==> src/assert_macros.svh <==
// Assertion macros for the RTL; included by the top-level core.
`ifndef ASSERT_MACROS_SVH
`define ASSERT_MACROS_SVH

`ifndef NO_ASSERTIONS

// Property checked on every rising edge of clk, off while rst is high.
`define ASSERT_CLK(lbl, prop, msg) \
  lbl: assert property (@(posedge clk) disable iff (rst) (prop)) else $error(msg);

// Expression that must never be true outside reset.
`define ASSERT_NEVER(lbl, expr, msg) \
  lbl: assert property (@(posedge clk) disable iff (rst) !(expr)) else $error(msg);

`else

`define ASSERT_CLK(lbl, prop, msg)
`define ASSERT_NEVER(lbl, expr, msg)

`endif

`endif

==> src/lps_pkg.sv <==
// Package: widths, codes and state type of the linear-probe hash set.
`default_nettype none

package lps_pkg;

  localparam int KEY_W           = 32;
  localparam int ENTRY_W         = 11;
  localparam int DEF_TABLE_DEPTH = 1024;
  localparam int LOAD_NUM        = 7;
  localparam int LOAD_DEN        = 10;
  localparam int STEP_W          = 6;

  localparam logic [KEY_W-1:0] HASH_MULT = 32'd2654435761;

  localparam logic OP_LOOKUP = 1'b0;
  localparam logic OP_ADD    = 1'b1;

  localparam logic STATUS_OK   = 1'b0;
  localparam logic STATUS_FULL = 1'b1;

  typedef enum logic [2:0] {
    ST_CLEAR,
    ST_IDLE,
    ST_HASH,
    ST_PROBE,
    ST_FIN
  } state_t;

endpackage

`default_nettype wire

==> src/lps_hash.sv <==
// Home-slot unit: multiplicative hash, then reduction modulo the table depth.
`default_nettype none

module lps_hash #(
  parameter int TABLE_DEPTH = lps_pkg::DEF_TABLE_DEPTH
) (
  input  wire logic                           clk,
  input  wire logic                           rst,
  input  wire logic                           start,
  input  wire logic [lps_pkg::KEY_W-1:0]      key,
  output logic                                done,
  output logic      [$clog2(TABLE_DEPTH)-1:0] idx
);
  import lps_pkg::*;

  localparam int IDX_W  = $clog2(TABLE_DEPTH);
  localparam bit POW2   = (TABLE_DEPTH == (1 << IDX_W));
  // other depths: quotient estimate from a reciprocal, remainder, then one
  // conditional subtract (the estimate is low by at most one)
  localparam int NSTEP  = POW2 ? 0 : 3;
  localparam logic [STEP_W-1:0] STEP_QUOT = STEP_W'(3);
  localparam logic [STEP_W-1:0] STEP_REM  = STEP_W'(2);
  localparam logic [KEY_W-1:0]  RECIP     = KEY_W'((64'd1 << KEY_W) / 64'(TABLE_DEPTH));
  localparam logic [KEY_W-1:0]  DEPTH_K   = KEY_W'(TABLE_DEPTH);

  logic                busy;
  logic [STEP_W-1:0]   steps;
  logic [KEY_W-1:0]    rem;
  logic [KEY_W-1:0]    quo;
  logic [2*KEY_W-1:0]  recip_prod;
  logic [KEY_W-1:0]    quo_x_depth;

  assign recip_prod  = {{KEY_W{1'b0}}, rem} * {{KEY_W{1'b0}}, RECIP};
  assign quo_x_depth = quo * DEPTH_K;

  always_ff @(posedge clk) begin
    if (rst) begin
      busy <= 1'b0;
    end else if (start) begin
      busy <= 1'b1;
    end else if (busy && steps == '0) begin
      busy <= 1'b0;
    end
  end

  always_ff @(posedge clk) begin
    if (start) begin
      rem   <= key * HASH_MULT;
      steps <= STEP_W'(NSTEP);
    end else if (busy && steps != '0) begin
      if (steps == STEP_QUOT) begin
        quo <= recip_prod[2*KEY_W-1:KEY_W];
      end else if (steps == STEP_REM) begin
        rem <= rem - quo_x_depth;
      end else if (rem >= DEPTH_K) begin
        rem <= rem - DEPTH_K;
      end
      steps <= steps - STEP_W'(1);
    end
  end

  assign done = busy && (steps == '0);
  assign idx  = rem[IDX_W-1:0];

endmodule

`default_nettype wire

==> config.mk <==
export PLATFORM = sky130hd
export DESIGN_NAME = lps_hash
export DESIGN_NICKNAME = d
export VERILOG_FILES = /design/src/assert_macros.svh /design/src/lps_pkg.sv /design/src/lps_hash.sv
export SDC_FILE = /design/constraint.sdc
export NUM_CORES = 1
export LEC_CHECK = 0
export BUFFER_PORTS_ARGS = -buffer_cell sky130_fd_sc_hd__buf_4
export CORE_MARGIN = 2
export CORE_UTILIZATION = 46
export CTS_CLUSTER_DIAMETER = 150
export DETAILED_ROUTE_END_ITERATION = 6
export GPL_ROUTABILITY_DRIVEN = 0
export PLACE_DENSITY_LB_ADDON = 0.08
export SYNTH_ARGS = -nofsm -noshare
export SYNTH_HDL_FRONTEND = slang
export SYNTH_SLANG_ARGS = --single-unit
==> constraint.sdc <==
create_clock -name clk -period 4.6 [get_ports clk]
set_input_delay 0.23 -clock clk [delete_from_list [all_inputs] [get_ports clk]]
set_output_delay 0.23 -clock clk [all_outputs]
set_load 0.02 [all_outputs]
==> results of run 1 <==
## cells by family after synthesis
group,count (synthesis),share of synthesized area (%)
flip-flops,17,31.9
XOR/XNOR,5,3.18
AO/OA/AOI/OAI,6,2.90
buffers and inverters,39,15.5
adder cells (fa/ha/maj),38,36.7
AND/OR/NAND/NOR,28,9.80
## worst max-delay path, cell delays in order
cell and delay [ns]:
buf_4 0.13, ha_1 0.29, ha_1 0.30, ha_1 0.29
ha_1 0.27, ha_1 0.29, ha_1 0.27, inv_1 0.05
fa_1 0.51, fa_1 0.54, inv_1 0.04, ha_1 0.30
a211oi_1 0.24, nor3_1 0.07
## cell usage after synthesis (all sizes together)
library cell	instances
and2	4
o21ai	1
a21o	1
ha	34
nor3b	1
nor2	12
fa	4
edfxtp	10
clkbuf	8
inv	21
xnor2	4
nor2b	2
buf	10
a211oi	3
xor2	1
a21oi	1
dfxtp	7
nor3	3
nand2	3
and3	1
nor4	2
## routing by layer
layer	part of all wire [%]	vias up	global-route usage [%]
li1	-	430	-
met1	45	374	15.3
met3	4.8	2	2.42
met5	0	-	0
met2	50	19	23.7
met4	0.96	0	6.82
## metrics by stage
stage	hold slack, ns	utilization (%)	instance area [um^2]	total power, mW
finish	0.0836	52.8	1480	0.553
global route	0.0657	52.8	1480	0.611
CTS	0.0762	52.8	1480	0.563
detailed placement	0.392	51.9	1460	0.483
global placement	0.386	51.9	1460	0.474
floorplan	0.299	-	1380	0.426
## power by group
part	total (mW)	switching, mW	internal [mW]
Combinational	0.269	0.146	0.123
Sequential	0.206	0.0133	0.192
Clock	0.0782	0.0445	0.0336
## cells in the final DEF (no fill, tap or decap), types with 2 or more instances in the layout
cell and count:
nor2b_1 2, nand2_1 3, buf_4 23, dfxtp_1 7, edfxtp_1 10, inv_1 21
a211oi_1 3, nor3_1 3, xnor2_1 4, nor2_1 12, fa_1 4, nor4_1 2
ha_1 34, and2_1 4, clkbuf_4 3
## registers in the layout, summed over array words and instances (netlist names)
signal / flops
steps: 6
rem: 10
busy: 1
## area by class of cell
cell class	instances	area [um^2]
clock buffer	4	26.3
fill	272	1320
inverter	21	78.8
multi-input combinational	77	724
sequential	17	440
tap	31	38.8
timing repair buffer	23	173
## final timing paths
path	cells after the start	slack, ns	to
setup / recovery	14	0.80	rem[9]
setup reg to reg	8	2.87	steps[5]
hold reg to reg	2	0.49	busy
hold / removal	2	0.08	busy
==> summary.md, run 1 <==
| Metric | Value |
|---|---|
| PD cells | 373 nW/um^2 |
| Total track usage | 13.4% |
| Core Area | 2810 um^2 |
| Slew Limit Headroom | 69.5% |
| Number of global-route vias before repair | 824 |
| Setup bufs post-CTS | 0 |
| Clock sink total | 17 |
| Die Ht | 58.8 um |
| Rows | 19 |
| Final Skew | 0.000287 ns |
| Worst Hold Class | input port to flop |
| Req. time, crit path | 4.64 ns |
| Io pins | 46 |
| Period utilization | 82.5% |
| Upper clock frequency limit | 0.263 GHz |
| CTS tree | done |
| Floorplan die width | 58.8 um |
| Worst setup SP type | input port |
| DRT Pass-1 Iters | 7 |
| Cells after DPL | 169 |
| Tmin final | 3.80 ns |
| DP HPWL | 1660 um |
| Largest cells by area after synthesis | ha_1 (31%), edfxtp_1 (22%), dfxtp_1 (10%), fa_1 (5.8%), inv_1 (5.7%) |
| Total wire length | 1970 um |
| Worst EP arrival | 3.83 ns |
| Endpoints failing setup | 0 |
| Syn Area/Cell | 10.4 um^2 |
| First-pass GRT wire length | 3460 um |
| H-Tree Depth | 1 |
| Syn_nets | 206 |
| Final Max Tran Viols | 0 |
| TritonCTS Buffers | 3 |
| Synth top area share | 30.9% |
| Worst-path clk slew | 0.10 ns |
| Worst-margin pin slew | 0.453 ns |
| Yosys reg bits | 17 |
| Fraction of layout cells with a size suffix above 1 | 18.3% |
| Synth unique cells | 22 |
| Vias/cell | 4.77 |
| Critical path startpoint | key[2] |
| Maximum VDD drop | 0.161 mV |
| Residual DRC | 1 |
| Total leakage power | 0.738 nW |
| Failing checks | design-rule violations |
| Pre-CTS setup slack | 0.467 ns |
| Post-route insts no fill | 173 |
| Mapped Cells | 133 |
| Critical path capture point type | flop |
| Status | complete, but fails checks |
| Synth-to-Final Area Change | 7.44% |
| Initial antenna violation count | 0 |
| Clk_lat worst skew | 0.28 ns |
| DR WL/cell | 11.4 um |
| Critical path class | input port to flop |
| Hold-fix buffers, CTS | 0 |
| Cell area after synthesis | 1380 um^2 |
| Routed vias | 825 |
| DR iter-0 viols | 23 |
| Post-route ant nets | 0 |
| Max-cap violations | 0 |
| Synthesis warning total | 0 |
| Initial core utilization | 49.2% |
| Hold Path Origin | rst |
| I/O Buffers | 23 |
| RSZ-0062 raised after global routing | false |
| Crit Path Max Fanout | 4 |
| Post-synthesis sequential area ratio | 31.9% |
| Final hold vios | 0 |
| Post-synthesis cell type with the largest combined area | ha_1 |
| CTS max path bufs | 2 |
| Die area | 3450 um^2 |
| Number of antenna diodes | 0 |
| TNS Setup | 0 ns |
| Reg-to-reg startpoint | steps[0] |
| CTS resizes | 0 |
| Grt total ovfl | 0 |
| Largest net degree at the start of global routing | 21 |
| Fin worst setup slack | 0.803 ns |
| Root Buffer | clkbuf_4 |
| # nets final | 216 |
Note: power is estimated with default switching activity, not from simulation.
==> inputs of run 2 (changes only) <==
==> constraint.sdc (replaced) <==
create_clock -name clk -period 3.7 [get_ports clk]
set_input_delay 0.185 -clock clk [delete_from_list [all_inputs] [get_ports clk]]
set_output_delay 0.185 -clock clk [all_outputs]
set_load 0.02 [all_outputs]
==> run 2 against run 1 <==
  * Sequential share of layout area fell by 1.3 points
  * Largest cell class unchanged
  * Clock power grew 22%
  * The run now ends clean
  * Cell count up 2.9%
  * Critical endpoint unchanged
  * Largest power group unchanged
  * Register-to-register slack worse by 0.90 ns
==> summary.md, run 2 (synthesis gave the netlist of run 1 again) <==
| Metric | Value |
|---|---|
| Fin worst setup slack | 0.147 ns (-0.656 ns) |
| Maximum VDD drop | 0.147 mV (-8.5%) |
| Critical path depth | 15 (+1) |
| Worst-path clk slew | 0.10 ns (about the same) |
| Largest net degree at the start of global routing | 21 (unchanged) |
| Int Pwr | 448 uW (+28%) |
| DRT Pass-1 Iters | 2 (-5) |
| Period utilization | 96.0% |
| I/O Buffers | 23 (unchanged) |
| Most common cell after layout, fill and taps aside | ha_1 |
| Rows | 19 (unchanged) |
| Worst-margin pin slew | 0.456 ns (+0.00251 ns) |
| Initial core utilization | 49.2% (unchanged) |
| Clock sink total | 17 (unchanged) |
| Io pins | 46 (unchanged) |
| Util after Layout | 55.3% (+2.5 points) |
| Crit path buffers/inverters | 3 (unchanged) |
| Post-route ant nets | 0 (unchanged) |
| Crit Path Max Fanout | 2 (-2) |
| Hold-fix buffers, CTS | 0 (unchanged) |
| Routed vias | 851 (+3.2%) |
| Crit-path slowest cell | fa_1 |
| Floorplan die width | 58.8 um (unchanged) |
| CP max stage delay | 0.54 ns (about the same) |
| Largest Register | rem |
| Hold Crit Depth | 2 (unchanged) |
| Switching pwr | 265 uW (+30%) |
| Total wire length | 2020 um (+2.5%) |
| Pre-CTS setup slack | -0.252 ns (-0.720 ns) |
| Worst EP arrival | 3.59 ns (-0.24 ns) |
| H-Tree Depth | 1 (unchanged) |
| Max-cap violations | 0 (unchanged) |
| Worst r2r path cells | 8 (unchanged) |
| Grt total ovfl | 0 (unchanged) |
| Largest regs | rem (10), steps (6), busy (1) |
| Fillers | 251 (-7.7%) |
| DR WL/cell | 11.3 um (-0.39%) |
| Vias/cell | 4.78 (+0.25%) |
| Residual DRC | 0 (-1) |
| Upper clock frequency limit | 0.281 GHz |
| DR iter-0 viols | 12 (-48%) |
| Largest register FFs | 10 (unchanged) |
| Final hold vios | 0 (unchanged) |
| Sw Ratio | 37.2% (+0.34 points) |
| Most frequent cells in the layout | ha_1 (32), buf_4 (28), inv_1 (21), nor2_1 (12), edfxtp_1 (10) |
| Status | completed |
| Clk_lat worst skew | 0.28 ns (about the same) |
| Synth-to-Final Area Change | 12.4% |
| # nets final | 221 (+2.3%) |
| CTS max path bufs | 2 (unchanged) |
| Final Max Tran Viols | 0 (unchanged) |
| First-pass GRT wire length | 3460 um (-0.20%) |
| Critical path capture point type | flop |
| RSZ-0062 raised after global routing | false |
| Total leakage power | 0.765 nW (+3.6%) |
| Combinational Power Share | 50.7% (+2.0 points) |
| TNS Setup | 0 ns (unchanged) |
| Number of global-route vias before repair | 838 (+1.7%) |
| Number of antenna diodes | 0 (unchanged) |
| PD cells | 460 nW/um^2 (+23%) |
| Initial antenna violation count | 0 (unchanged) |
| DP HPWL | 1750 um (+5.0%) |
| Core Area | 2810 um^2 (unchanged) |
| Clock share of power | 13.4% (-0.7 points) |
| Slew Limit Headroom | 69.3% (-0.17 points) |
| Total track usage | 13.3% (-0.092 points) |
| Root Buffer | clkbuf_4 |
| Crit-path most repeated cell | ha_1 |
| Final Skew | 0.0000960 ns (-0.000191 ns) |
| Die area | 3450 um^2 (unchanged) |
| Critical path class | input port to flop |
| Endpoints failing setup | 0 (unchanged) |
| Worst Hold Class | input port to flop |
| Worst path top cell family by delay | adder cells |
| Req. time, crit path | 3.73 ns (-0.91 ns) |
| Crit-path cells | buf_4 > ha_1 > ha_4 > ha_1 > ha_1 > ha_1 > ha_1 > inv_1 > fa_1 > fa_1 > inv_1 > ha_4 > o21ai_0 > nor2_1 > nor3_1 |
| Reg power frac | 35.9% (-1.3 points) |
| TritonCTS Buffers | 3 (unchanged) |
| Die Ht | 58.8 um (unchanged) |
| Hold_ws | 0.0409 ns (-0.0428 ns) |
| CTS tree | done |
| Fraction of layout cells with a size suffix above 1 | 23.8% (+5.5 points) |
| Worst setup SP type | input port |
| Tmin final | 3.55 ns |
## run 2: cell type report
type | count | area, um^2 | area share [%]
Timing Repair Buffer | 28 | 210 | 13.6
Clock inverter | 1 | 5.00 | 0.323
Sequential cell | 17 | 440 | 28.4
Tap cell | 31 | 38.8 | 2.50
Clock buffer | 3 | 22.5 | 1.45
Inverter | 21 | 78.8 | 5.08
Multi-Input combinational cell | 77 | 754 | 48.7
## run 2: final timing paths
check	from	endpoint	slack [ns]
worst max-delay path	key[2]	rem[9]	0.15
worst min-delay path	rst	busy	0.04
worst max register to register	steps[0]	steps[5]	1.97
worst min register to register	busy	busy	0.50
## run 2: power groups by stage
stage | clock network, mW | registers, mW | logic (mW)
2_1_floorplan | 0 | 0.257 | 0.282
3_3_place_gp | 0 | 0.260 | 0.341
3_5_place_dp | 0 | 0.262 | 0.353
4_1_cts | 0.0990 | 0.257 | 0.356
5_1_grt | 0.106 | 0.260 | 0.417
6_report | 0.0955 | 0.256 | 0.362
## run 2: worst reg2reg max path: cells and delay by family, from the launching register on
| kind | cells | cell delay (ns) |
|---|---|---|
| and+or+nand+nor | 5 | 0.82 |
| DFF | 1 | 0.38 |
| adders and majority gates | 1 | 0.20 |
| xor gates and xnor gates | 1 | 0.15 |
| buffers and inverters | 1 | 0.08 |
## run 2: metrics by stage
step           area [um^2]  power [mW]  cells
2_1_floorplan         1380       0.539    133
3_3_place_gp          1500       0.602    174
5_1_grt               1550       0.783    178
4_1_cts               1530       0.712    178
6_report              1550       0.714    178
3_5_place_dp          1500       0.615    174
## run 2: metal layers
layer | vias to the layer above | track usage, % | share of wire, %
li1 | 442 | - | -
met1 | 390 | 15.6 | 46
met2 | 19 | 23.0 | 50
met3 | 0 | 2.42 | 4.3
met4 | 0 | 6.82 | 0
met5 | - | 0 | 0
## run 2: timing repair
action	4_1_cts	5_1_grt
setup endpoints to repair	0	1
gates resized for setup	0	2
setup buffers	0	0
==> inputs of run 3 (changes only) <==
--- a/config.mk
+++ b/config.mk
@@ -12,6 +12,7 @@
 export DETAILED_ROUTE_END_ITERATION = 6
 export GPL_ROUTABILITY_DRIVEN = 0
 export PLACE_DENSITY_LB_ADDON = 0.08
+export RECOVER_POWER = 25
 export SYNTH_ARGS = -nofsm -noshare
 export SYNTH_HDL_FRONTEND = slang
 export SYNTH_SLANG_ARGS = --single-unit
==> run 3 against run 2 <==
  * Routed wire length is essentially flat
  * Non-clock buffer count is the same
  * Die area is the same
  * Via count grew 0.12%
  * Sequential share of layout area grew 0.069 points
  * Register-to-register slack lost 0.03 ns
  * Flip-flop and latch count is the same
  * Largest power group unchanged
==> summary.md, run 3 (synthesis gave the netlist of run 1 again) <==
| Metric | Value |
|---|---|
| Core Area | 2810 um^2 (unchanged) |
| H-Tree Depth | 1 (unchanged) |
| Critical path class | input port to flop |
| Cells after DPL | 174 (unchanged) |
| Area of the multi-input gates | 754 um^2 (unchanged) |
| Hold-fix buffers, CTS | 0 (unchanged) |
| Maximum VDD drop | 0.147 mV (about the same) |
| Reg-to-reg startpoint | steps[0] |
| Max-cap violations | 0 (unchanged) |
| TritonCTS Buffers | 3 (unchanged) |
| Fraction of layout cells with a size suffix above 1 | 23.1% (-0.68 points) |
| Number of antenna diodes | 0 (unchanged) |
| Io pins | 46 (unchanged) |
| Slew Limit Headroom | 40.7% (-29 points) |
| Post-route insts no fill | 178 (unchanged) |
| DR WL/cell | 11.4 um (about the same) |
| CTS max path bufs | 2 (unchanged) |
| Most common cell after layout, fill and taps aside | ha_1 |
| Status | completed |
| Vias/cell | 4.79 (+0.12%) |
| Rows | 19 (unchanged) |
| Die area | 3450 um^2 (unchanged) |
| Initial antenna violation count | 0 (unchanged) |
| Setup bufs post-CTS | 0 (unchanged) |
| Largest Register | rem |
| Synth-to-Final Area Change | 12.2% |
| Total track usage | 13.3% (unchanged) |
| PD cells | 461 nW/um^2 (+0.21%) |
| First-pass GRT wire length | 3460 um (unchanged) |
| CTS resizes | 0 (unchanged) |
| Worst-margin pin slew | 0.889 ns (+0.434 ns) |
| Hold Crit Endpoint | busy |
| Tmin final | 3.55 ns (+0.00148 ns) |
| # nets final | 221 (unchanged) |
| Floorplan die width | 58.8 um (unchanged) |
| Die Ht | 58.8 um (unchanged) |
| Clock sink total | 17 (unchanged) |
| Hold Path Origin | rst |
| Largest net degree at the start of global routing | 21 (unchanged) |
| CP max stage delay | 0.54 ns (about the same) |
| DRT Pass-1 Iters | 2 (unchanged) |
| Most frequent cells in the layout | ha_1 (32), buf_4 (27), inv_1 (21), nor2_1 (12), edfxtp_1 (10) |
| Storage cell area | 440 um^2 (unchanged) |
| Residual DRC | 0 (unchanged) |
| R2r setup slk | 1.94 ns (-0.03 ns) |
| Crit-path most repeated cell | ha_1 |
| Largest register FFs | 10 (unchanged) |
| Grt total ovfl | 0 (unchanged) |
| Initial core utilization | 49.2% (unchanged) |
| Crit-path slowest cell | fa_1 |
| Critical path capture point type | flop |
| Final hold vios | 0 (unchanged) |
| Upper clock frequency limit | 0.281 GHz (about the same) |
| Total leakage power | 0.761 nW (-0.47%) |
| I/O Buffers | 23 (unchanged) |
| Crit path buffers/inverters | 3 (unchanged) |
| Total wire length | 2020 um (about the same) |
| CTS tree | done |
| Number of global-route vias before repair | 838 (unchanged) |
| Worst Hold Class | input port to flop |
| RSZ-0062 raised after global routing | false |
| Worst r2r path cells | 8 (unchanged) |
| Routed vias | 852 (+0.12%) |
| Largest regs | rem (10), steps (6), busy (1) |
| Final Skew | 0.0000960 ns (unchanged) |
| DR iter-0 viols | 12 (unchanged) |
| Period utilization | 96.1% (about the same) |
| Clk_lat worst skew | 0.28 ns (about the same) |
| Root Buffer | clkbuf_4 |
| Worst EP arrival | 3.59 ns (about the same) |
| Final Max Tran Viols | 0 (unchanged) |
| Hold Crit Depth | 2 (unchanged) |
| Post-route ant nets | 0 (unchanged) |
| Req. time, crit path | 3.73 ns (about the same) |
| RR Endpoint | steps[5] |
| Endpoints failing setup | 0 (unchanged) |
| Worst setup SP type | input port |
| Fillers | 251 (unchanged) |
| Crit-path cells | buf_4 > ha_1 > ha_4 > ha_1 > ha_1 > ha_1 > ha_1 > inv_1 > fa_1 > fa_1 > inv_1 > ha_4 > o21ai_0 > nor2_1 > nor3_1 |
| Crit Path Max Fanout | 2 (unchanged) |
| Worst path top cell family by delay | adder cells |
| TNS Setup | 0 ns (unchanged) |
| Worst-path clk slew | 0.10 ns (about the same) |
| DP HPWL | 1750 um (unchanged) |
-- run 3: worst max-delay path by stage --
stage	startpoint	depth (start not counted)	end	slack (ns)
finish	key[2]	15	rem[9]	0.15
global route	key[2]	15	rem[9]	0.02
CTS	key[2]	14	rem[9]	0.03
detailed placement	key[2]	14	rem[9]	-0.25
global placement	key[2]	14	rem[9]	-0.22
floorplan	key[2]	13	rem[9]	0.006
-- run 3: through the flow --
step                power, mW  hold WS, ns  util, %  setup slack, ns  cell area, um^2
global placement        0.602        0.346     53.4           -0.219             1500
global route            0.783       0.0242     55.1           0.0175             1550
finish                  0.713       0.0409     55.1            0.146             1550
CTS                     0.712       0.0287     54.4           0.0307             1530
floorplan               0.539        0.254        -          0.00642             1380
detailed placement      0.615        0.347     53.4           -0.252             1500
-- run 3: report_power, final --
group          leakage, nW  internal (mW)  switching (mW)
Combinational        0.590          0.169           0.193
Sequential           0.154          0.239          0.0172
Clock               0.0177         0.0401          0.0555
Total                0.761          0.448           0.265
-- run 3: routing by layer --
metal,vias to the layer above,track usage (%),part of all wire (%)
met4,0,6.82,0
met1,391,15.6,46
met2,19,23.0,50
met5,-,0,0
met3,0,2.42,4.3
li1,442,-,-
-- run 3: layout make-up --
cell class | instances | share of cell area (%)
Tap cell | 31 | 2.51
Multi-Input combinational cell | 77 | 48.8
Inverter | 21 | 5.10
Clock inverter | 1 | 0.324
Sequential cell | 17 | 28.5
Timing Repair Buffer | 28 | 13.3
Clock buffer | 3 | 1.46
